===== config.mk =====
export PLATFORM = sky130hd
export DESIGN_NAME = parallel_port_keyboard_tape_io_flat
export DESIGN_NICKNAME = d
export VERILOG_FILES = /design/src/design/ppio_pkg.sv /design/src/design/ppio_if.sv /design/src/design/ppio_in_stage.sv /design/src/design/ppio_core.sv /design/src/design/ppio_out_stage.sv /design/src/design/parallel_port_keyboard_tape_io.sv /design/src/flat_wrapper.sv
export SDC_FILE = /design/constraint.sdc
export NUM_CORES = 1
export LEC_CHECK = 0
export CORE_AREA = 2 2 74 76
export CTS_CLUSTER_DIAMETER = 100
export DETAILED_ROUTE_END_ITERATION = 8
export DIE_AREA = 0 0 76 78
export DONT_BUFFER_PORTS = 1
export PLACE_DENSITY_LB_ADDON = 0.15
export SLEW_MARGIN = 20
export SYNTH_ARGS = -nofsm -noshare
export SYNTH_HDL_FRONTEND = slang
export SYNTH_HIERARCHICAL = 1
export SYNTH_SLANG_ARGS = --single-unit

===== constraint.sdc =====
create_clock -name clk -period 4.3 [get_ports clk]
set_clock_uncertainty 0.05 [all_clocks]
set_input_delay 0.645 -clock clk [delete_from_list [all_inputs] [get_ports clk]]
set_output_delay 0.645 -clock clk [all_outputs]
set_load 0.01 [all_outputs]

===== src/design/ppio_pkg.sv =====
`timescale 1ns / 1ps
// ----------------------------------------------------------------------------
// ppio_pkg
// Shared types and codes of the mode-0 parallel port: operation and address
// codes, control word constants and the item structures.
// ----------------------------------------------------------------------------
package ppio_pkg;

	typedef enum logic [1:0] {
		OP_READ    = 2'd0,
		OP_WRITE   = 2'd1,
		OP_IRQ_SET = 2'd2,
		OP_NOP     = 2'd3
	} op_t;

	typedef enum logic [1:0] {
		ADDR_PORT_A = 2'd0,
		ADDR_PORT_B = 2'd1,
		ADDR_PORT_C = 2'd2,
		ADDR_CTRL   = 2'd3
	} addr_t;

	typedef enum logic [1:0] {
		PAUSE_NONE   = 2'd0,
		PAUSE_RESUME = 2'd1,
		PAUSE_PAUSE  = 2'd2
	} pause_cmd_t;

	// Bit set/reset selector codes (control word bits 3..1).
	localparam logic [2:0] BSR_AUDIO = 3'd0;
	localparam logic [2:0] BSR_TAPE  = 3'd1;
	localparam logic [2:0] BSR_IRQ   = 3'd2;
	localparam logic [2:0] BSR_MOTOR = 3'd3;

	localparam logic [7:0] MODE_CLEAR  = 8'h8A;
	localparam logic [3:0] COLUMN_LAST = 4'd9;
	localparam logic [3:0] COLUMN_NONE = 4'd10;
	localparam logic [7:0] READ_NONE   = 8'hFF;

	typedef struct packed {
		logic [1:0] op;
		logic [1:0] addr;
		logic [7:0] wdata;
		logic [7:0] port_b_pins;
		logic       vblank_in;
		logic       cursor_timer_in;
		logic       tape_data_in;
		logic       tape_stopped;
		logic       tape_paused;
	} in_item_t;

	typedef struct packed {
		logic [7:0] read_data;
		logic [3:0] key_column;
		logic       joy1_enable;
		logic       joy2_enable;
		logic       audio_gate;
		logic       tape_data_out;
		logic       tape_data_changed;
		logic       irq_mask;
		logic       cursor_reset_pulse;
		logic       audio_recheck_pulse;
		logic       irq_recheck_pulse;
		logic [1:0] pause_cmd;
	} out_item_t;

endpackage


===== src/design/ppio_if.sv =====
`timescale 1ns / 1ps
// ----------------------------------------------------------------------------
// ppio_if
// Valid/ready channels of the parallel port: bus access items in, results out.
// ----------------------------------------------------------------------------
interface ppio_in_if;
	logic       valid;
	logic       ready;
	logic [1:0] op;
	logic [1:0] addr;
	logic [7:0] wdata;
	logic [7:0] port_b_pins;
	logic       vblank_in;
	logic       cursor_timer_in;
	logic       tape_data_in;
	logic       tape_stopped;
	logic       tape_paused;

	modport source (
		output valid, op, addr, wdata, port_b_pins, vblank_in, cursor_timer_in,
		       tape_data_in, tape_stopped, tape_paused,
		input  ready
	);
	modport sink (
		input  valid, op, addr, wdata, port_b_pins, vblank_in, cursor_timer_in,
		       tape_data_in, tape_stopped, tape_paused,
		output ready
	);
endinterface

interface ppio_out_if;
	logic       valid;
	logic       ready;
	logic [7:0] read_data;
	logic [3:0] key_column;
	logic       joy1_enable;
	logic       joy2_enable;
	logic       audio_gate;
	logic       tape_data_out;
	logic       tape_data_changed;
	logic       irq_mask;
	logic       cursor_reset_pulse;
	logic       audio_recheck_pulse;
	logic       irq_recheck_pulse;
	logic [1:0] pause_cmd;

	modport source (
		output valid, read_data, key_column, joy1_enable, joy2_enable, audio_gate,
		       tape_data_out, tape_data_changed, irq_mask, cursor_reset_pulse,
		       audio_recheck_pulse, irq_recheck_pulse, pause_cmd,
		input  ready
	);
	modport sink (
		input  valid, read_data, key_column, joy1_enable, joy2_enable, audio_gate,
		       tape_data_out, tape_data_changed, irq_mask, cursor_reset_pulse,
		       audio_recheck_pulse, irq_recheck_pulse, pause_cmd,
		output ready
	);
endinterface


===== src/design/ppio_in_stage.sv =====
`timescale 1ns / 1ps
// ----------------------------------------------------------------------------
// ppio_in_stage
// Input register: captures one bus access item and holds it until the core
// processes it.
// ----------------------------------------------------------------------------
module ppio_in_stage (
	input  logic               clk,
	input  logic               arst_n,
	ppio_in_if.sink            in_ch,
	input  logic               advance,
	output logic               valid_s1,
	output ppio_pkg::in_item_t item_s1
);
	import ppio_pkg::*;

	logic take;

	assign in_ch.ready = !valid_s1 || advance;
	assign take        = in_ch.valid && in_ch.ready;

	always_ff @(posedge clk or negedge arst_n) begin
		if (!arst_n) begin
			valid_s1 <= 1'b0;
		end else if (in_ch.ready) begin
			valid_s1 <= in_ch.valid;
		end
	end

	always_ff @(posedge clk) begin
		if (take) begin
			item_s1.op              <= in_ch.op;
			item_s1.addr            <= in_ch.addr;
			item_s1.wdata           <= in_ch.wdata;
			item_s1.port_b_pins     <= in_ch.port_b_pins;
			item_s1.vblank_in       <= in_ch.vblank_in;
			item_s1.cursor_timer_in <= in_ch.cursor_timer_in;
			item_s1.tape_data_in    <= in_ch.tape_data_in;
			item_s1.tape_stopped    <= in_ch.tape_stopped;
			item_s1.tape_paused     <= in_ch.tape_paused;
		end
	end

endmodule


===== src/design/ppio_core.sv =====
`timescale 1ns / 1ps
// ----------------------------------------------------------------------------
// ppio_core
// Port registers and the decode of one bus access: reads, port writes, bit
// set/reset, mode word, direct IRQ mask set and the cassette motor edge logic.
// ----------------------------------------------------------------------------
module ppio_core (
	input  logic                clk,
	input  logic                arst_n,
	input  logic                shortcut_mode,
	input  logic                advance,
	input  ppio_pkg::in_item_t  item_s1,
	output ppio_pkg::out_item_t result
);
	import ppio_pkg::*;

	typedef struct packed {
		logic [7:0] port_a;
		logic [3:0] column;
		logic       joy1;
		logic       joy2;
		logic       audio;
		logic       tape;
		logic       irq;
		logic       motor;
		logic       sense;
	} port_state_t;

	port_state_t state_q;
	port_state_t nxt;
	logic [7:0]  rd;
	logic        cursor_pulse;
	logic        flag_audio;
	logic        flag_irq;
	logic        flag_tape;
	logic        tape_wr;
	logic        tape_bit;
	logic        motor_wr;
	logic        motor_bit;
	logic        sense_rd;
	logic [3:0]  nib;
	pause_cmd_t  pause;

	assign nib      = item_s1.wdata[3:0];
	assign sense_rd = shortcut_mode ? state_q.sense
	                                : !(item_s1.tape_stopped || item_s1.tape_paused);

	always_comb begin
		nxt          = state_q;
		rd           = 8'd0;
		cursor_pulse = 1'b0;
		flag_audio   = 1'b0;
		flag_irq     = 1'b0;
		flag_tape    = 1'b0;
		tape_wr      = 1'b0;
		tape_bit     = 1'b0;
		motor_wr     = 1'b0;
		motor_bit    = 1'b0;
		pause        = PAUSE_NONE;

		unique case (op_t'(item_s1.op))
			OP_READ: begin
				unique case (addr_t'(item_s1.addr))
					ADDR_PORT_A: rd = (state_q.column <= COLUMN_LAST) ? state_q.port_a
					                                                  : READ_NONE;
					ADDR_PORT_B: rd = item_s1.port_b_pins;
					ADDR_PORT_C: rd = {item_s1.vblank_in, item_s1.cursor_timer_in,
					                   item_s1.tape_data_in, sense_rd, 1'b0,
					                   state_q.irq, 1'b0, state_q.audio};
					ADDR_CTRL:   rd = 8'd0;
				endcase
			end
			OP_WRITE: begin
				unique case (addr_t'(item_s1.addr))
					ADDR_PORT_A: begin
						nxt.port_a   = item_s1.wdata;
						nxt.column   = (nib <= COLUMN_LAST) ? nib : COLUMN_NONE;
						nxt.joy1     = !item_s1.wdata[5];
						nxt.joy2     = !item_s1.wdata[6];
						cursor_pulse = !item_s1.wdata[7];
					end
					ADDR_PORT_B: begin
					end
					ADDR_PORT_C: begin
						nxt.audio  = item_s1.wdata[0];
						flag_audio = 1'b1;
						tape_wr    = 1'b1;
						tape_bit   = item_s1.wdata[1];
						nxt.irq    = item_s1.wdata[2];
						flag_irq   = 1'b1;
						motor_wr   = 1'b1;
						motor_bit  = item_s1.wdata[3];
					end
					ADDR_CTRL: begin
						if (item_s1.wdata[7]) begin
							// Only the one supported mode word does anything.
							if (item_s1.wdata == MODE_CLEAR) begin
								nxt.port_a = 8'd0;
								nxt.column = 4'd0;
								nxt.audio  = 1'b0;
								nxt.irq    = 1'b0;
								tape_wr    = 1'b1;
								flag_audio = 1'b1;
								flag_irq   = 1'b1;
							end
						end else begin
							unique case (item_s1.wdata[3:1])
								BSR_AUDIO: begin
									nxt.audio  = item_s1.wdata[0];
									flag_audio = 1'b1;
								end
								BSR_TAPE: begin
									tape_wr  = 1'b1;
									tape_bit = item_s1.wdata[0];
								end
								BSR_IRQ: begin
									nxt.irq  = item_s1.wdata[0];
									flag_irq = 1'b1;
								end
								BSR_MOTOR: begin
									motor_wr  = 1'b1;
									motor_bit = item_s1.wdata[0];
								end
								default: begin
								end
							endcase
						end
					end
				endcase
			end
			OP_IRQ_SET: nxt.irq = item_s1.wdata[0];
			OP_NOP: begin
			end
		endcase

		if (tape_wr && (tape_bit != state_q.tape)) begin
			nxt.tape  = tape_bit;
			flag_tape = 1'b1;
		end

		if (motor_wr) begin
			nxt.motor = motor_bit;
			// A rising edge on motor control either flips the local sense or, unless
			// the tape is stopped, asks the transport to pause or resume.
			if (!state_q.motor && motor_bit) begin
				if (shortcut_mode) begin
					nxt.sense = !state_q.sense;
				end else if (!item_s1.tape_stopped) begin
					pause = item_s1.tape_paused ? PAUSE_RESUME : PAUSE_PAUSE;
				end
			end
		end
	end

	always_ff @(posedge clk or negedge arst_n) begin
		if (!arst_n) begin
			state_q <= '0;
		end else if (advance) begin
			state_q <= nxt;
		end
	end

	always_comb begin
		result.read_data           = rd;
		result.key_column          = nxt.column;
		result.joy1_enable         = nxt.joy1;
		result.joy2_enable         = nxt.joy2;
		result.audio_gate          = nxt.audio;
		result.tape_data_out       = nxt.tape;
		result.tape_data_changed   = flag_tape;
		result.irq_mask            = nxt.irq;
		result.cursor_reset_pulse  = cursor_pulse;
		result.audio_recheck_pulse = flag_audio;
		result.irq_recheck_pulse   = flag_irq;
		result.pause_cmd           = pause;
	end

endmodule


===== src/design/ppio_out_stage.sv =====
`timescale 1ns / 1ps
// ----------------------------------------------------------------------------
// ppio_out_stage
// Result register: holds one result item until the consumer takes it.
// ----------------------------------------------------------------------------
module ppio_out_stage (
	input  logic                clk,
	input  logic                arst_n,
	input  logic                load,
	input  ppio_pkg::out_item_t result,
	output logic                free,
	ppio_out_if.source          out_ch
);
	import ppio_pkg::*;

	logic      valid_s2;
	out_item_t item_s2;

	assign free = !valid_s2 || out_ch.ready;

	always_ff @(posedge clk or negedge arst_n) begin
		if (!arst_n) begin
			valid_s2 <= 1'b0;
		end else if (free) begin
			valid_s2 <= load;
		end
	end

	always_ff @(posedge clk) begin
		if (load) begin
			item_s2 <= result;
		end
	end

	assign out_ch.valid               = valid_s2;
	assign out_ch.read_data           = item_s2.read_data;
	assign out_ch.key_column          = item_s2.key_column;
	assign out_ch.joy1_enable         = item_s2.joy1_enable;
	assign out_ch.joy2_enable         = item_s2.joy2_enable;
	assign out_ch.audio_gate          = item_s2.audio_gate;
	assign out_ch.tape_data_out       = item_s2.tape_data_out;
	assign out_ch.tape_data_changed   = item_s2.tape_data_changed;
	assign out_ch.irq_mask            = item_s2.irq_mask;
	assign out_ch.cursor_reset_pulse  = item_s2.cursor_reset_pulse;
	assign out_ch.audio_recheck_pulse = item_s2.audio_recheck_pulse;
	assign out_ch.irq_recheck_pulse   = item_s2.irq_recheck_pulse;
	assign out_ch.pause_cmd           = item_s2.pause_cmd;

endmodule


===== src/design/parallel_port_keyboard_tape_io.sv =====
`timescale 1ns / 1ps
// ----------------------------------------------------------------------------
// parallel_port_keyboard_tape_io
// Mode-0 parallel port for keyboard, joystick strobes, audio gate and cassette.
// ----------------------------------------------------------------------------
// The port takes one bus access item per clock and returns one result item
// for each, in order. An accepted item is held in the input register, then a
// single decode pass updates the port registers and loads the result register,
// from which the result is offered. Throughput is one item per cycle for as
// long as the consumer keeps ready high; when the result register is held, the
// input register takes one more item only if it is empty, then ready drops.
// The shortcut mode register is written through cfg_we/cfg_wdata and should
// only change while no item is in flight.
module parallel_port_keyboard_tape_io (
	input  logic       clk,
	input  logic       arst_n,
	input  logic       cfg_we,
	input  logic       cfg_wdata,
	ppio_in_if.sink    in_ch,
	ppio_out_if.source out_ch
);
	import ppio_pkg::*;

	logic      shortcut_q;
	logic      valid_s1;
	in_item_t  item_s1;
	out_item_t result;
	logic      out_free;
	logic      advance;

	always_ff @(posedge clk or negedge arst_n) begin
		if (!arst_n) begin
			shortcut_q <= 1'b0;
		end else if (cfg_we) begin
			shortcut_q <= cfg_wdata;
		end
	end

	assign advance = valid_s1 && out_free;

	ppio_in_stage u_in_stage (
		.clk      (clk),
		.arst_n   (arst_n),
		.in_ch    (in_ch),
		.advance  (advance),
		.valid_s1 (valid_s1),
		.item_s1  (item_s1)
	);

	ppio_core u_core (
		.clk           (clk),
		.arst_n        (arst_n),
		.shortcut_mode (shortcut_q),
		.advance       (advance),
		.item_s1       (item_s1),
		.result        (result)
	);

	ppio_out_stage u_out_stage (
		.clk    (clk),
		.arst_n (arst_n),
		.load   (advance),
		.result (result),
		.free   (out_free),
		.out_ch (out_ch)
	);

endmodule


===== src/flat_wrapper.sv =====
// flat-port wrapper written by rule: the top's interface ports become plain ports
module parallel_port_keyboard_tape_io_flat import ppio_pkg::*;
  (clk, arst_n, cfg_we, cfg_wdata, in_ch_valid, in_ch_op, in_ch_addr, in_ch_wdata, in_ch_port_b_pins, in_ch_vblank_in, in_ch_cursor_timer_in, in_ch_tape_data_in, in_ch_tape_stopped, in_ch_tape_paused, in_ch_ready, out_ch_valid, out_ch_read_data, out_ch_key_column, out_ch_joy1_enable, out_ch_joy2_enable, out_ch_audio_gate, out_ch_tape_data_out, out_ch_tape_data_changed, out_ch_irq_mask, out_ch_cursor_reset_pulse, out_ch_audio_recheck_pulse, out_ch_irq_recheck_pulse, out_ch_pause_cmd, out_ch_ready);
  ppio_in_if in_ch_i ();
  ppio_out_if out_ch_i ();
  input  logic clk;
  input  logic arst_n;
  input  logic cfg_we;
  input  logic cfg_wdata;
  input wire logic [$bits(in_ch_i.valid)-1:0] in_ch_valid;
  input wire logic [$bits(in_ch_i.op)-1:0] in_ch_op;
  input wire logic [$bits(in_ch_i.addr)-1:0] in_ch_addr;
  input wire logic [$bits(in_ch_i.wdata)-1:0] in_ch_wdata;
  input wire logic [$bits(in_ch_i.port_b_pins)-1:0] in_ch_port_b_pins;
  input wire logic [$bits(in_ch_i.vblank_in)-1:0] in_ch_vblank_in;
  input wire logic [$bits(in_ch_i.cursor_timer_in)-1:0] in_ch_cursor_timer_in;
  input wire logic [$bits(in_ch_i.tape_data_in)-1:0] in_ch_tape_data_in;
  input wire logic [$bits(in_ch_i.tape_stopped)-1:0] in_ch_tape_stopped;
  input wire logic [$bits(in_ch_i.tape_paused)-1:0] in_ch_tape_paused;
  output wire logic [$bits(in_ch_i.ready)-1:0] in_ch_ready;
  output wire logic [$bits(out_ch_i.valid)-1:0] out_ch_valid;
  output wire logic [$bits(out_ch_i.read_data)-1:0] out_ch_read_data;
  output wire logic [$bits(out_ch_i.key_column)-1:0] out_ch_key_column;
  output wire logic [$bits(out_ch_i.joy1_enable)-1:0] out_ch_joy1_enable;
  output wire logic [$bits(out_ch_i.joy2_enable)-1:0] out_ch_joy2_enable;
  output wire logic [$bits(out_ch_i.audio_gate)-1:0] out_ch_audio_gate;
  output wire logic [$bits(out_ch_i.tape_data_out)-1:0] out_ch_tape_data_out;
  output wire logic [$bits(out_ch_i.tape_data_changed)-1:0] out_ch_tape_data_changed;
  output wire logic [$bits(out_ch_i.irq_mask)-1:0] out_ch_irq_mask;
  output wire logic [$bits(out_ch_i.cursor_reset_pulse)-1:0] out_ch_cursor_reset_pulse;
  output wire logic [$bits(out_ch_i.audio_recheck_pulse)-1:0] out_ch_audio_recheck_pulse;
  output wire logic [$bits(out_ch_i.irq_recheck_pulse)-1:0] out_ch_irq_recheck_pulse;
  output wire logic [$bits(out_ch_i.pause_cmd)-1:0] out_ch_pause_cmd;
  input wire logic [$bits(out_ch_i.ready)-1:0] out_ch_ready;
  assign in_ch_i.valid = in_ch_valid;
  assign in_ch_i.op = in_ch_op;
  assign in_ch_i.addr = in_ch_addr;
  assign in_ch_i.wdata = in_ch_wdata;
  assign in_ch_i.port_b_pins = in_ch_port_b_pins;
  assign in_ch_i.vblank_in = in_ch_vblank_in;
  assign in_ch_i.cursor_timer_in = in_ch_cursor_timer_in;
  assign in_ch_i.tape_data_in = in_ch_tape_data_in;
  assign in_ch_i.tape_stopped = in_ch_tape_stopped;
  assign in_ch_i.tape_paused = in_ch_tape_paused;
  assign in_ch_ready = in_ch_i.ready;
  assign out_ch_valid = out_ch_i.valid;
  assign out_ch_read_data = out_ch_i.read_data;
  assign out_ch_key_column = out_ch_i.key_column;
  assign out_ch_joy1_enable = out_ch_i.joy1_enable;
  assign out_ch_joy2_enable = out_ch_i.joy2_enable;
  assign out_ch_audio_gate = out_ch_i.audio_gate;
  assign out_ch_tape_data_out = out_ch_i.tape_data_out;
  assign out_ch_tape_data_changed = out_ch_i.tape_data_changed;
  assign out_ch_irq_mask = out_ch_i.irq_mask;
  assign out_ch_cursor_reset_pulse = out_ch_i.cursor_reset_pulse;
  assign out_ch_audio_recheck_pulse = out_ch_i.audio_recheck_pulse;
  assign out_ch_irq_recheck_pulse = out_ch_i.irq_recheck_pulse;
  assign out_ch_pause_cmd = out_ch_i.pause_cmd;
  assign out_ch_i.ready = out_ch_ready;
  parallel_port_keyboard_tape_io u_core (.clk(clk), .arst_n(arst_n), .cfg_we(cfg_we), .cfg_wdata(cfg_wdata), .in_ch(in_ch_i), .out_ch(out_ch_i));
endmodule

==> impl_metrics.env, run 1 <==
export IMPL_wl_met1_microns=2618
export IMPL_dr_max_layer_used="met4"
export IMPL_clock_sinks=70
export IMPL_cts_buffers=9
export IMPL_synthArstFlopShare_pct=31.43
export IMPL_reg2reg_to="u_core/u_out_stage/out_ch.irq_mask"
export IMPL_cts_root_buf="clkbuf_8"
export IMPL_netlist_instances=233
export IMPL_std_cell_rows=26
export IMPL_syn_area_per_cell_sq_um=13.49
export IMPL_hold_class="input pin to async pin"
export IMPL_synth_ff_type="edfxtp_1"
export IMPL_maxCapViolations=0
export IMPL_wl_met2_microns=2829
export IMPL_routed_wl_microns=5983
export IMPL_diodes=0
export IMPL_final_util_pct=66.01
export IMPL_worstSetupStartpoint="u_core/u_out_stage/out_ch.valid"
export IMPL_grt_max_degree=26
export IMPL_crit_path_end_kind="output pin"
export IMPL_wl_met3_microns=463
export IMPL_dp_hpwl_microns=3991
export IMPL_dr_pass1_iters=5
export IMPL_synthesis_nets=271
export IMPL_synth_seq_area_share_pct=63.35
export IMPL_die_x_microns=76
export IMPL_grt_overflow=0
export IMPL_tns_ns=0
export IMPL_ys_ff_latch=70
export IMPL_start_util_pct=62.36
export IMPL_die_area_sq_um=5928
export IMPL_arrival_ns=1.87
export IMPL_rrSetupSlack_ns=1.98
export IMPL_die_h_microns=78
export IMPL_rsz0062_at_grt="false"
export IMPL_cts_tree="built"
export IMPL_min_period_ns=2.569
export IMPL_start_kind="flip-flop"
export IMPL_grt_pass1_vias=1837
export IMPL_worst_skew_pair_late_latency_ns=0.35
export IMPL_layout_nets=268
export IMPL_viasPerCell=6.457
export IMPL_rr_startpoint="u_core/u_in_stage/item_s1[21]"
export IMPL_setup_viol=0
export IMPL_total_power_uw=1573
export IMPL_pre_cts_ws_ns=1.773
export IMPL_p_int_uw=1149
export IMPL_status="finished, final reports clean"
export IMPL_core_area_sq_um=5042
export IMPL_fin_area_sq_um=3328
export IMPL_clkTransAtPathRegs_ns=0.07
export IMPL_pwr_share_clk_pct=28.1
export IMPL_drive_gt1_share_pct=11.11
export IMPL_drtIter0Drc=219
export IMPL_fmax_ghz=0.3893
export IMPL_synth_edf_count=48
export IMPL_yosys_warnings=6
export IMPL_top_level_ports=56
export IMPL_period_share_pct=59.74
export IMPL_portBuffers=0
export IMPL_grt_use_total_pct=21.06
export IMPL_grt_pass1_wl_microns=9321
export IMPL_leakage_uw=0.001307
export IMPL_peakVddDrop_mv=0.2615
export IMPL_max_slew_margin_rel_pct=42.80
export IMPL_crit_type="flip-flop to output pin"
export IMPL_synth_distinct_cells=54
export IMPL_synth_area_sq_um=3144
export IMPL_wl_per_cell_microns=19.68
export IMPL_setup_slack_ns=1.731
export IMPL_final_antenna_net_count=0
export IMPL_clock_path_buffers=2
export IMPL_cellPowerDensity_nw_per_um2=472.5
export IMPL_seqPwrFrac_pct=59.0
export IMPL_p_comb_share_pct=13.0
export IMPL_critical_path_required_ns=3.61
export IMPL_h_tree_depth=3
export IMPL_postPlaceCellArea_sq_um=3164
export IMPL_route_detailed_drc=0
export IMPL_hold_viol=0
export IMPL_place_gp_congestion=0.8353
export IMPL_cts_resized=0
export IMPL_cp_max_fo=19
export IMPL_swShare_pct=26.96
export IMPL_rr_worst_depth=6
export IMPL_vias=1963
export IMPL_grt_antenna_before_repair=0
export IMPL_fillCellCount=378
export IMPL_final_max_slew_viol_count=0
export IMPL_switchingPower_uw=424.0
export IMPL_crit_end="in_ch_ready"
export IMPL_tightest_slew_ns=0.8580
export IMPL_area_growth_pct=5.850
[cell usage after synthesis, drive strengths merged (2+ instances only)]
cell type | n | area share (%)
a21oi | 7 | 1.1
a221o | 7 | 2.2
a22o | 6 | 1.7
a32o | 10 | 3.2
and2 | 5 | 1.1
and3 | 4 | 0.80
buf | 6 | 1.2
clkbuf | 10 | 1.2
dfrtp | 22 | 18
edfxtp | 48 | 46
ha | 7 | 2.8
inv | 10 | 1.2
mux2 | 3 | 1.2
mux2i | 2 | 0.64
nand2 | 12 | 1.4
nand2b | 7 | 1.9
nand3 | 4 | 1.0
nor2 | 9 | 1.1
nor2b | 4 | 0.80
nor3 | 2 | 0.32
nor3b | 2 | 0.48
nor4 | 2 | 0.40
o211a | 5 | 1.6
o211ai | 2 | 0.48
o21ai | 14 | 2.2
o31ai | 3 | 1.2
or4b | 2 | 0.76
[repair_timing]
action                                 4_1_cts  5_1_grt
endpoints found under the hold margin       22        0
buffers inserted                             0        0
hold buffers                                 1        0
[per-stage QoR]
stage | cells | hold WS (ns)
final | 304 | 0.2167
after global routing | 304 | 0.2506
after CTS | 304 | 0.3375
after detailed placement | 288 | 0.3004
after global placement | 288 | 0.3005
after floorplan | 233 | 0.2994
[cell type report]
type                       count  area (sq um)  share of cell area [%]
clock inverter                 2         10.01                  0.3008
sequential                    70          1992                   59.85
tap                           70         87.58                   2.632
inverter                      10         37.54                   1.128
multi-input combinational    137          1040                   31.24
clock buffer                  13         148.9                   4.474
timing repair buffer           2         12.51                  0.3759
[registers in the layout, summed over array words and instances (netlist names)]
signal	cells
u_core/shortcut_q	1
u_core/u_core/state_q	19
u_core/u_in_stage/item_s1	25
u_core/u_in_stage/valid_s1	1
u_core/u_out_stage/out_ch.audio_gate	1
u_core/u_out_stage/out_ch.audio_recheck_pulse	1
u_core/u_out_stage/out_ch.cursor_reset_pulse	1
u_core/u_out_stage/out_ch.irq_mask	1
u_core/u_out_stage/out_ch.irq_recheck_pulse	1
u_core/u_out_stage/out_ch.joy1_enable	1
u_core/u_out_stage/out_ch.joy2_enable	1
u_core/u_out_stage/out_ch.key_column	4
u_core/u_out_stage/out_ch.pause_cmd	2
u_core/u_out_stage/out_ch.read_data	8
u_core/u_out_stage/out_ch.tape_data_changed	1
u_core/u_out_stage/out_ch.tape_data_out	1
u_core/u_out_stage/out_ch.valid	1
[worst min path at each step]
stage,to,slack (ns),depth (start not counted)
detailed placement,u_core/u_core/state_q[9],0.30,0
CTS,u_core/u_in_stage/item_s1[2],0.34,0
finish,u_core/u_core/state_q[11],0.22,1
global placement,u_core/u_core/state_q[8],0.30,0
global route,u_core/u_core/state_q[14],0.25,1
floorplan,u_core/shortcut_q,0.30,0
[critical path, stage by stage, from the launching register on]
cell      delay, ns
dfrtp_1        0.44
nand2b_4       0.10
and2_1         0.68
nand2b_4       0.31
[routing by layer]
metal	global-route usage, %	vias up
li1	-	891
met1	29.14	959
met2	32.68	104
met3	5.233	9
met4	8.182	0
met5	0	-
[power by group through the flow]
stage / logic [uW] / registers [uW] / clock network (uW)
floorplan: 164 / 913 / 0
global placement: 187 / 936 / 0
detailed placement: 197 / 941 / 0
CTS: 204 / 927 / 443
global route: 227 / 937 / 477
finish: 204 / 928 / 441
[logic make-up after synthesis]
group	count (synthesis)	share of synthesized area, %
simple gates	60	11.98
mux	5	1.830
xor+xnor	1	0.2786
buf+inv	26	3.582
compound gates	64	16.20
fa+ha+maj	7	2.785
flops	70	63.35
[cell usage in the layout, fill, tap and decap left out, types with 5 or more instances in the layout]
cell      count
a21oi_1       7
a221o_1       7
a22o_1        6
a32o_1       10
clkbuf_8     10
dfrtp_1      22
edfxtp_1     48
ha_1          7
inv_1        10
nand2_1      12
nor2_1        9
o211a_1       5
o21ai_0      13
Power figures use the tool's default switching activity.
==> run 2, diff against run 1 <==
- ABC_AREA: default -> 1
- CORE_AREA: 2 2 74 76 -> 2 2 78 80
- DIE_AREA: 0 0 76 78 -> 0 0 80 82
- clock period: 4.3 -> 2.14 ns (I/O delays scaled with it)
==> run 2 against run 1 <==
  * Setup slack worse by 1.4 ns
  * Design area increased by 3.8%
  * Critical path depth increased by 5
==> impl_metrics.env, run 2 <==
export IMPL_crit_type="flip-flop to flip-flop"
export IMPL_postPlaceCellArea_sq_um=3198
export IMPL_synth_distinct_cells=30
export IMPL_cp_max_fo=5
export IMPL_tightest_slew_ns=0.5738
export IMPL_clock_sinks=70
export IMPL_layout_nets=348
export IMPL_cp_slowest_cell="edfxtp_1"
export IMPL_grt_pass1_vias=1892
export IMPL_final_max_slew_viol_count=0
export IMPL_drtIter0Drc=208
export IMPL_status="finished, final reports clean"
export IMPL_setup_viol=0
export IMPL_hold_viol=0
export IMPL_crit_path_end_kind="flip-flop"
export IMPL_drive_gt1_share_pct=11.43
export IMPL_cts_root_buf="clkbuf_8"
export IMPL_pre_cts_ws_ns=0.3094
export IMPL_grt_overflow=0
export IMPL_swShare_pct=27.81
export IMPL_yosysTopAreaCell="edfxtp_1"
export IMPL_grt_use_total_pct=19.73
export IMPL_p_comb_share_pct=14.7
export IMPL_p_int_uw=2514
export IMPL_hold_path_startpoint="in_ch_port_b_pins[1]"
export IMPL_die_x_microns=80
export IMPL_routed_wl_microns=5786
export IMPL_synth_mux_area_share_pct=0
export IMPL_cellPowerDensity_nw_per_um2=1008
export IMPL_synthArstFlopShare_pct=31.43
export IMPL_synth_edf_count=48
export IMPL_clkTransAtPathRegs_ns=0.07
export IMPL_fmax_ghz=0.5395
export IMPL_switchingPower_uw=968.3
export IMPL_yosys_warnings=6
export IMPL_layout_common_cells="77 x nand2_1, 48 x edfxtp_1, 34 x inv_1, 22 x dfrtp_1, 18 x o21ai_0"
export IMPL_cts_tree="built"
export IMPL_tns_ns=0
export IMPL_instances_no_fill=390
export IMPL_seqPwrFrac_pct=54.6
export IMPL_synth_most_common_cell="nand2_1"
export IMPL_rr_startpoint="u_core/u_in_stage/item_s1[21]"
export IMPL_cts_setup_buffers=0
export IMPL_synth_adder_area_share_pct=2.832
export IMPL_pwr_share_clk_pct=30.7
export IMPL_h_tree_depth=3
export IMPL_grt_pass1_wl_microns=9432
export IMPL_critPathMaxStageDelay_ns=0.42
export IMPL_final_common_cell="nand2_1"
export IMPL_maxCapViolations=0
export IMPL_synth_compound_area_share_pct=9.830
export IMPL_synth_seq_area_share_pct=64.40
export IMPL_min_period_ns=1.853
export IMPL_rrSetupSlack_ns=0.29
export IMPL_grt_antenna_before_repair=0
export IMPL_top_level_ports=56
export IMPL_route_detailed_drc=0
export IMPL_reg2reg_to="u_core/u_core/state_q[10]"
export IMPL_worstPathCellList="inv_1, ha_1, inv_1, nand2_1, a21oi_1, o32ai_1, nand2_1, o21ai_0"
export IMPL_syn_area_per_cell_sq_um=10.45
export IMPL_grt_max_degree=31
export IMPL_ys_ff_latch=70
export IMPL_wl_per_cell_microns=14.84
export IMPL_cts_hold_buf=1
export IMPL_synthesis_nets=334
export IMPL_cts_resized=0
export IMPL_start_kind="flip-flop"
export IMPL_critical_path_required_ns=2.30
export IMPL_fin_area_sq_um=3455
export IMPL_synthTopCellsByCount="77 x nand2_1, 48 x edfxtp_1, 35 x inv_1"
export IMPL_synth_top_family_by_area="simple AND/OR/NAND/NOR gates"
export IMPL_largest_reg_flops=25
export IMPL_std_cell_rows=28
export IMPL_dp_cells=368
export IMPL_die_h_microns=82
export IMPL_portBuffers=0
export IMPL_core_area_sq_um=5746
export IMPL_synth_top_area_share_pct=46.60
export IMPL_die_area_sq_um=6560
export IMPL_viasPerCell=5.362
export IMPL_synth_ff_type="edfxtp_1"
export IMPL_period_share_pct=86.61
export IMPL_synth_simple_gate_area_share_pct=16.14
export IMPL_dp_hpwl_microns=4090
export IMPL_synth_xor_area_share_pct=0
export IMPL_setup_slack_ns=0.2865
export IMPL_diodes=0
export IMPL_max_slew_margin_rel_pct=61.63
export IMPL_arrival_ns=2.02
export IMPL_dr_pass1_iters=4
export IMPL_worst_skew_pair_late_latency_ns=0.34
export IMPL_start_util_pct=53.83
export IMPL_synth_area_leaders="edfxtp_1 47%, dfrtp_1 18%, nand2_1 9.3%, inv_1 4.2%, o21ai_0 2.9%"
export IMPL_final_antenna_net_count=0
export IMPL_hold_end="u_core/u_in_stage/item_s1[6]"
export IMPL_clock_path_buffers=2
export IMPL_area_growth_pct=11.69
export IMPL_netlist_instances=296
export IMPL_cts_buffers=9
export IMPL_rr_worst_depth=8
export IMPL_leakage_uw=0.001425
export IMPL_min_path_cells=0
export IMPL_place_gp_congestion=0.8606
export IMPL_vias=2091
export IMPL_rsz0062_at_grt="false"
export IMPL_hold_class="input pin to flip-flop"
export IMPL_regMostFlops="u_core/u_in_stage/item_s1"
export IMPL_synth_area_sq_um=3093
export IMPL_peakVddDrop_mv=0.5034
run 2: cell count changes after synthesis, sizes merged, moves of 7 or more:
cell	change
a32o	-10
inv	+26
nand2b	-7
nor3	+12
nor2	+7
a21oi	+8
nand2	+68
a221o	-7
run 2: per-layer routing:
| layer | track usage (%) | wire [microns] | part of all wire (%) | up-vias |
|---|---|---|---|---|
| met5 | 0 | 0 | 0 | - |
| met4 | 8.305 | 95 | 1.6 | 0 |
| met3 | 6.154 | 346 | 6.0 | 11 |
| met2 | 28.58 | 2637 | 46 | 75 |
| met1 | 27.62 | 2706 | 47 | 977 |
| li1 | - | - | - | 1028 |
run 2: kinds of logic after synthesis:
family          count (synthesis)
compound gates                 50
fa+ha+maj                       7
flops                          70
simple gates                  120
buf+inv                        49
run 2: worst max-delay path: cells and delay by family (launching register included):
family	cells	cell delay, ns
compound gates	3	0.57
fa+ha+maj	1	0.24
buf+inv	2	0.22
flops	1	0.42
simple gates	2	0.22
run 2: how the worst max path moves through the flow:
| stage | startpoint | end |
|---|---|---|
| floorplan | u_core/u_out_stage/out_ch.valid | u_core/u_core/state_q[13] |
| global placement | u_core/u_in_stage/item_s1[21] | u_core/u_out_stage/out_ch.irq_mask |
| detailed placement | u_core/u_in_stage/item_s1[21] | u_core/u_core/state_q[10] |
| CTS | u_core/u_in_stage/item_s1[21] | u_core/u_core/state_q[10] |
| global route | u_core/u_in_stage/item_s1[21] | u_core/u_core/state_q[10] |
| finish | u_core/u_in_stage/item_s1[21] | u_core/u_core/state_q[10] |
run 2: metrics by stage:
step	utilization (%)	power [uW]	hold slack, ns
4_1_cts	59.34	3511	0.004633
3_3_place_gp	55.66	2411	-0.02414
5_1_grt	60.13	3671	0.0005949
3_5_place_dp	55.66	2425	-0.02399
2_1_floorplan	-	2278	-0.02459
6_report	60.13	3482	0.02405
run 2: final cells by class:
| class | instances | area [sq um] |
|---|---|---|
| clock inverter | 3 | 42.54 |
| inverter | 37 | 142.6 |
| tap | 75 | 93.84 |
| sequential | 70 | 1992 |
| clock buffer | 13 | 158.9 |
| multi-input combinational | 177 | 902.1 |
| fill | 495 | 2291 |
| timing repair buffer | 15 | 122.6 |
run 2: power by group through the flow:
stage               sequential (uW)  combinational (uW)  clock [uW]
global placement               1930                 486           0
CTS                            1900                 507        1100
floorplan                      1890                 387           0
finish                         1900                 513        1070
detailed placement             1930                 493           0
global route                   1930                 600        1140
==> run 3, diff against run 2 <==
- CELL_PAD_IN_SITES_DETAIL_PLACEMENT: default -> 2
- CELL_PAD_IN_SITES_GLOBAL_PLACEMENT: default -> 2
- CORE_AREA: 2 2 78 80 -> 2 2 96 98
- DIE_AREA: 0 0 80 82 -> 0 0 98 100
==> run 3 against run 2 <==
  * Combinational power increased by 13%
  * Global-route usage decreased by 1.6 points
  * Clock power is 4% lower
  * Wire length rose by 38%
  * Sequential cell count unchanged
  * Sequential power about the same
  * Power is 0.99% higher
  * First-iteration DRC count fell by 64%
  * Register-to-register slack worse by 0.06 ns
  * Setup slack worse by 0.058 ns
  * Critical path type unchanged
  * Largest cell class unchanged
  * Highest routed layer unchanged
==> impl_metrics.env, run 3 (synthesized netlist as in run 2, its figures left out) <==
export IMPL_cp_common_cell="nand2_1"
export IMPL_tightest_slew_ns=0.6699
export IMPL_top_level_ports=56
export IMPL_cp_max_fo=16
export IMPL_setup_viol=0
export IMPL_p_int_uw=2466
export IMPL_grt_overflow=0
export IMPL_leakage_uw=0.001486
export IMPL_grt_use_total_pct=18.14
export IMPL_final_antenna_net_count=0
export IMPL_start_kind="flip-flop"
export IMPL_crit_family="simple AND/OR/NAND/NOR gates"
export IMPL_cts_buffers=9
export IMPL_arrival_ns=2.06
export IMPL_grt_pass1_vias=2452
export IMPL_cts_root_buf="clkbuf_8"
export IMPL_route_detailed_drc=0
export IMPL_swShare_pct=29.86
export IMPL_dr_pass1_iters=4
export IMPL_critical_path_required_ns=2.29
export IMPL_maxCapViolations=0
export IMPL_max_slew_margin_rel_pct=55.21
export IMPL_routed_wl_microns=7979
export IMPL_worstPathCellList="nand2_2, nand2_1, clkinvlp_4, inv_1, nor3_1, o211ai_2, nand2_1, o21ai_0"
export IMPL_area_growth_pct=17.56
export IMPL_grt_pass1_wl_microns=13370
export IMPL_cts_resized=0
export IMPL_clock_path_buffers=2
export IMPL_crit_buf_inv=2
export IMPL_portBuffers=0
export IMPL_regMostFlops="u_core/u_in_stage/item_s1"
export IMPL_clock_sinks=70
export IMPL_critPathMaxStageDelay_ns=0.43
export IMPL_cts_tree="built"
export IMPL_fmax_ghz=0.5231
export IMPL_std_cell_rows=35
export IMPL_crit_type="flip-flop to flip-flop"
export IMPL_viasPerCell=5.052
export IMPL_drive_gt1_share_pct=11.82
export IMPL_drtIter0Drc=74
export IMPL_peakVddDrop_mv=0.5009
export IMPL_min_period_ns=1.912
export IMPL_rsz0062_at_grt="false"
export IMPL_final_max_slew_viol_count=0
export IMPL_period_share_pct=89.33
export IMPL_layout_common_cells="77 x nand2_1, 48 x edfxtp_1, 34 x inv_1, 22 x dfrtp_1, 18 x o21ai_0"
export IMPL_vias=2228
export IMPL_seqPwrFrac_pct=54.3
export IMPL_grt_antenna_before_repair=0
export IMPL_cp_slowest_cell="dfrtp_1"
export IMPL_grt_max_degree=28
export IMPL_crit_path_end_kind="flip-flop"
export IMPL_start_util_pct=34.79
export IMPL_clkTransAtPathRegs_ns=0.08
export IMPL_hold_viol=0
export IMPL_die_x_microns=98
export IMPL_die_h_microns=100
export IMPL_diodes=0
export IMPL_dp_hpwl_microns=5652
export IMPL_pwr_share_clk_pct=29.3
export IMPL_hold_class="input pin to flip-flop"
export IMPL_final_common_cell="nand2_1"
export IMPL_status="finished, final reports clean"
export IMPL_tns_ns=0
export IMPL_switchingPower_uw=1050
export IMPL_h_tree_depth=3
export IMPL_p_comb_share_pct=16.5
export IMPL_wl_per_cell_microns=18.09
export IMPL_largest_reg_flops=25
export IMPL_instances_no_fill=441
export IMPL_layout_nets=363
export IMPL_dp_cells=408
export IMPL_place_gp_congestion=0.8269
export IMPL_cellPowerDensity_nw_per_um2=967.1
export IMPL_die_area_sq_um=9800
export IMPL_core_area_sq_um=8890
export IMPL_worst_skew_pair_late_latency_ns=0.35
==> run 3: changes by cell type in the layout (fill, tap and decap cells not counted) <==
cell and delta:
buf_4 +4, buf_2 -1, buf_12 +1, clkbuf_8 -2, clkinv_2 +1, clkinv_1 +1, dlygate4sd3_1 +11
==> run 3: path summary, 6_finish.rpt <==
check	cells after the start	end	slack [ns]	from
min in group asynchronous	2	u_core/u_core/state_q[8]	0.36	arst_n
max in group asynchronous	2	u_core/u_core/state_q[18]	1.52	arst_n
max	8	u_core/u_core/state_q[14]	0.23	u_core/u_out_stage/out_ch.valid
min	0	u_core/u_in_stage/item_s1[9]	0.02	in_ch_port_b_pins[4]
min reg2reg	2	u_core/u_core/state_q[5]	0.44	u_core/u_core/state_q[5]
max reg2reg	8	u_core/u_core/state_q[14]	0.23	u_core/u_out_stage/out_ch.valid
==> run 3: what timing repair did <==
item	in CTS	in global routing
endpoints found under the hold margin	36	1
hold buffers	16	1
setup buffers	0	0
==> run 3: stage by stage <==
step                setup WS [ns]  total power (uW)  hold slack [ns]  instance area, sq um  util, %
global placement           0.3535              2458         -0.02346                  3273    36.82
detailed placement         0.1927              2488         -0.02374                  3273    36.82
global route              0.05066              3729         0.003847                  3636    40.90
floorplan                  0.1306              2278         -0.02459                  3108        -
CTS                        0.1757              3564       0.00001157                  3626    40.79
finish                     0.2284              3516          0.01722                  3636    40.90
==> run 3: layer usage <==
| metal | global-route usage [%] | vias up | routed length (microns) | part of all wire (%) |
|---|---|---|---|---|
| li1 | - | 1048 | - | - |
| met1 | 23.12 | 1117 | 3628 | 45 |
| met2 | 30.61 | 51 | 3943 | 49 |
| met3 | 3.273 | 12 | 250 | 3.1 |
| met4 | 7.692 | 0 | 155 | 1.9 |
| met5 | 0 | - | 0 | 0 |
==> run 3: power by group through the flow <==
stage               logic [uW]  clock network [uW]  registers, uW
floorplan                  387                   0           1890
global placement           522                   0           1940
detailed placement         548                   0           1940
CTS                        590                1060           1920
global route               678                1110           1940
finish                     579                1030           1910
==> run 3: final cells by class <==
class                           instances  area, sq um
Inverter                               37        142.6
Timing Repair Buffer                   30        277.8
Fill cell                             957         5254
Clock inverter                          5        51.30
Tap cell                              111        138.9
Sequential cell                        70         1992
Clock buffer                           11        131.4
Multi-Input combinational cell        177        902.1
==> run 3: worst register-to-register path, stage by stage (launching register included) <==
cell and delay (ns):
dfrtp_1 0.43, nand2_2 0.11, nand2_1 0.08, clkinvlp_4 0.11
inv_1 0.10, nor3_1 0.27, o211ai_2 0.36, nand2_1 0.16
o21ai_0 0.11
